==> src/hdl/nst_ram.sv <==
module nst_ram #(
  parameter int WIDTH = 64,
  parameter int DEPTH = 64
) (
  input  logic                     clk,
  input  logic                     wr_en,
  input  logic [$clog2(DEPTH)-1:0] wr_addr,
  input  logic [WIDTH-1:0]         wr_data,
  input  logic                     rd_en,
  input  logic [$clog2(DEPTH)-1:0] rd_addr,
  output logic [WIDTH-1:0]         rd_data
);

  logic [WIDTH-1:0] mem [DEPTH];

  always_ff @(posedge clk) begin
    if (wr_en) begin
      mem[wr_addr] <= wr_data;
    end
    if (rd_en) begin
      rd_data <= mem[rd_addr];
    end
  end

endmodule

==> config.mk <==
export PLATFORM = sky130hd
export DESIGN_NAME = nst_ram
export DESIGN_NICKNAME = d
export VERILOG_FILES = /design/src/hdl/nst_ram.sv
export SDC_FILE = /design/constraint.sdc
export NUM_CORES = 2
export LEC_CHECK = 0
export BUFFER_PORTS_ARGS = -buffer_cell sky130_fd_sc_hd__buf_4
export CAP_MARGIN = 20
export CORE_MARGIN = 4
export CORE_UTILIZATION = 55
export CTS_CLUSTER_DIAMETER = 40
export DETAILED_ROUTE_END_ITERATION = 12
export PLACE_DENSITY = 0.72
export SKIP_CTS_REPAIR_TIMING = 1
export SLEW_MARGIN = 10
export SYNTH_ARGS = -nofsm -noshare
export SYNTH_HDL_FRONTEND = slang
export SYNTH_SLANG_ARGS = --single-unit
==> constraint.sdc <==
create_clock -name clk -period 15.8 [get_ports clk]
set_clock_uncertainty 0.2 [all_clocks]
set_input_delay 3.16 -clock clk [delete_from_list [all_inputs] [get_ports clk]]
set_output_delay 3.16 -clock clk [all_outputs]
set_load 0.02 [all_outputs]
Yosys cells after proc, flatten, opt, wreduce, memory -nomap -nowiden
Memories as Yosys holds them, arrays and structs flattened. A register that Yosys moved wholly into a read port is not among the register bits.
Cells that the tools add are included.
{"block": "word_totals", "out_inout_bits": 64, "mem_bits_rw": 4096, "ff_bits": 0, "memories": 1, "wordCells": 3}
{"block": "classes", "mux": 2}
{"memory": "mem", "words": 64, "word_bits": 64, "read_ports": 1, "rd_ports_with_merged_regs": 1, "write_ports": 1, "line_no": "14", "rtl": "logic [WIDTH-1:0] mem [DEPTH];"}
{"operator": "two-way mux 1 bit", "count": 2}

Longest topological paths before layout
{"block": "depth", "depth_word": 2, "mapped_depth": 9, "mapped_depth_nobuf": 5}

Least setup slack after synthesis
Ideal clock, no wire load.
{"block": "synth_path", "path_kind": "input port to flip-flop", "from": "in wr_addr[3]", "to": "mem mem[48][0] (enable)", "t_arrival_ps": 8032, "setup_time_ps": 564, "cell_stages": 4, "path_slack_ps": 7004, "path_buffers": 1, "required_time_ps": 15036, "path_cell_list": "clkbuf_1 > nor2b_1 > nand4b_1 > nor3_1"}
{"item": "from (decl)", "line_no": "7", "rtl": "input logic [$clog2(DEPTH)-1:0] wr_addr,"}
{"item": "to (decl)", "line_no": "14"}
No word-level cell before the write port.

==> reports/results.txt <==
maxcap violations: 0
min cycle time layout: 6.883 ns
RSZ-0062 raised after global routing: false
Worst-path clk slew: 0.06 ns
Clock Path Buffers: 4
routed vias/inst: 6.937
GP Congestion: 0.7814
core area: 283,300 sq um
Post-Syn Instances: 6,598
syn_area_per_cell: 23.79 sq um
DRT iter0 DRCs: 12.43k
vias in the first global route: 78.04k
XOR/XNOR Fraction of Synth Area: 0
Worst setup SP type: primary input
post-synthesis adder-cell area fraction: 0
# DRC: 0
Final Routed Wirelength: 422,300 um
CTS root buf: clkbuf_16
top-area cell type share of the netlist area: 0.7957
Buf+Inv Stages, Crit Path: 4
router iterations before antenna repair: 6
WP depth: 8
setup TNS: 0 ns
Routed Antenna Nets: 0
Synth Area in Compound Gates: 0.02467
HP Class: flip-flop to flip-flop
Sink Count: 4,160
Synth warnings: 0
htree depth: 5
largest family of logic cells by synthesized area: multiplexers
post-synth top area cell: edfxtp_1
static leakage: 56.15 nW
mux contribution to synthesized area: 0.1555
I/O pin cnt: 143
Final Hold Fails: 0
vias: 77.68k
highest cell delay on the worst timing path: 0.83 ns
pwr dens: 136.2 nW/um^2
CP top delay family: buffers and inverters
WP data required: 16.22 ns
post-synth cell types: 32
Synth Net Count: 6,677
die footprint: 294,000 sq um
r2r endpoint: rd_data[62]$_DFFE_PP_
Die Span X: 542.3 um
outcome: completed
Crit path arrival time: 7.30 ns
row count: 195
Pins Over Slew Limit: 0
DR WL/cell: 37.72 um
Clock Latency Late Sink: 0.96 ns
Final nets: 7,118
sequential fraction of the synthesis area: 0.7957
crit path from: rd_addr[1]
Area Overhead vs Synth: 14.18%
Die Y-Extent: 542.3 um
first-pass GRT wire length: 599,600 um
Synth area leaders: edfxtp_1 80%, mux4_2 15%, mux2i_1 0.86%
Seq cells post-synth: 4,160
final setup fails: 0
Critical Path End Type: flip-flop
Critical Path Fanout Max: 68
Slowest-stage cell, CP: buf_4
I/O Buffers: 142
Fmax: 145.3 MHz
worst slew pin tran: 1.215 ns
relative slew slack: 0.1901
CTS tree: yes
synthesized cell area: 157,000 sq um
share of layout cells above drive strength 1: 0.2990
reg-to-reg startpoint: mem[8][62]$_DFFE_PP_
worst reg2reg path depth: 5
crit-path cells: buf_8 > buf_4 > buf_4 > buf_4 > mux4_2 > or3_1 > a41oi_1 > a211oi_1
Overflow after GRT: 0
fin area: 179,300 sq um
Final period util: 0.4356
WS Path Type: primary input to flip-flop
Post-DP Area: 163,200 sq um
dpl hpwl: 212,200 um
R2R setup slack: 13.19 ns
initial antenna violation count: 30
Num CTS Buffers: 466
All-Layer GR Usage: 0.2896
critical path endpoint: rd_data[53]$_DFFE_PP_
crit-path most repeated cell: buf_4
Initial Util: 0.5542
Post-Synth Simple-Gate Area: 0.01235
worst vdd ir: 0.1383 mV
largest net degree at the start of global routing: 122
worst min path at each step:
stage / from / cells after the start / endpoint / slack, ns
final: mem[54][48]$_DFFE_PP_ / 4 / rd_data[48]$_DFFE_PP_ / 0.73
after global routing: mem[46][62]$_DFFE_PP_ / 4 / rd_data[62]$_DFFE_PP_ / 0.76
after global placement: mem[63][48]$_DFFE_PP_ / 4 / rd_data[48]$_DFFE_PP_ / 0.70
after CTS: mem[54][48]$_DFFE_PP_ / 4 / rd_data[48]$_DFFE_PP_ / 0.73
after floorplan: mem[30][61]$_DFFE_PP_ / 4 / rd_data[61]$_DFFE_PP_ / 0.66
after detailed placement: mem[63][48]$_DFFE_PP_ / 4 / rd_data[48]$_DFFE_PP_ / 0.70
through the flow:
step	utilization	total power [mW]	hold slack, ns	setup WS (ns)	instances
floorplan	-	13.09	0.6648	7.004	6598
global placement	0.5760	13.52	0.6977	7.927	10310
detailed placement	0.5761	13.54	0.7031	7.919	10310
CTS	0.6324	24.50	0.7257	8.833	11170
global route	0.6327	25.09	0.7614	8.574	11190
finish	0.6328	24.42	0.7301	8.917	11200
placed cells by master (no fill, tap or decap), drive strengths merged, types with 83 or more instances in the layout:
| cell type | n |
|---|---|
| edfxtp | 4160 |
| o22ai | 83 |
| clkinv | 171 |
| a22o | 88 |
| mux2i | 135 |
| buf | 343 |
| clkbuf | 524 |
| mux4 | 1024 |
| a22oi | 168 |
| nor2 | 112 |
cell usage after synthesis:
cell type,count
edfxtp_1,4160
nor2_1,112
mux4_2,1024
nor2b_1,28
buf_4,34
nand2b_1,11
and2_1,3
nand4b_1,1
mux2i_1,135
and3_1,64
nand4_1,2
a22oi_1,168
nand3b_1,2
inv_1,19
a31oi_1,18
nand3_1,45
buf_2,170
a31o_1,1
or3_1,29
a211oi_1,63
o22ai_1,83
or3b_2,1
clkbuf_1,140
a2bb2oi_1,19
o221ai_1,38
a41oi_1,26
a22o_1,88
nand2_1,58
nor3_1,2
buf_6,6
buf_1,20
or2_2,28
power by group:
part           internal (mW)  switching [mW]
sequential              12.2          0.0407
combinational          0.382           0.654
clock                   6.68            4.41
total                   19.3            5.11
worst min-delay path: cells and delay by family, from the launching register on:
family | cells | cell delay (ns)
AO/OA/AOI/OAI | 1 | 0.07
multiplexers | 1 | 0.22
AND/OR/NAND/NOR | 2 | 0.23
flip-flops | 1 | 0.31
cell families after synthesis:
kind of cell / count (synthesis)
AO/OA/AOI/OAI: 504
multiplexers: 1159
flip-flops: 4160
AND/OR/NAND/NOR: 386
buffers and inverters: 389
registers in the layout, indices dropped and copies added, names as in the netlist:
name / cells
mem: 4096
rd_data: 64
layout make-up:
cell class	instances	area, sq um
multi-input cells	2049	30780
clock buffers	524	12070
clock inverters	336	3891
fillers	17760	104000
inverters	19	71.32
diodes	24	60.06
repair buffers	343	2775
well taps	3743	4683
flip-flops and latches	4160	124900
layer usage:
layer | routed length, um | vias up | track usage
li1 | - | 29500 | -
met5 | 103 | - | 0
met1 | 149500 | 41390 | 0.4108
met3 | 53780 | 919 | 0.06613
met2 | 200700 | 5847 | 0.4451
met4 | 18210 | 16 | 0.1134
No activity file was read; power rests on OpenSTA's default activity.
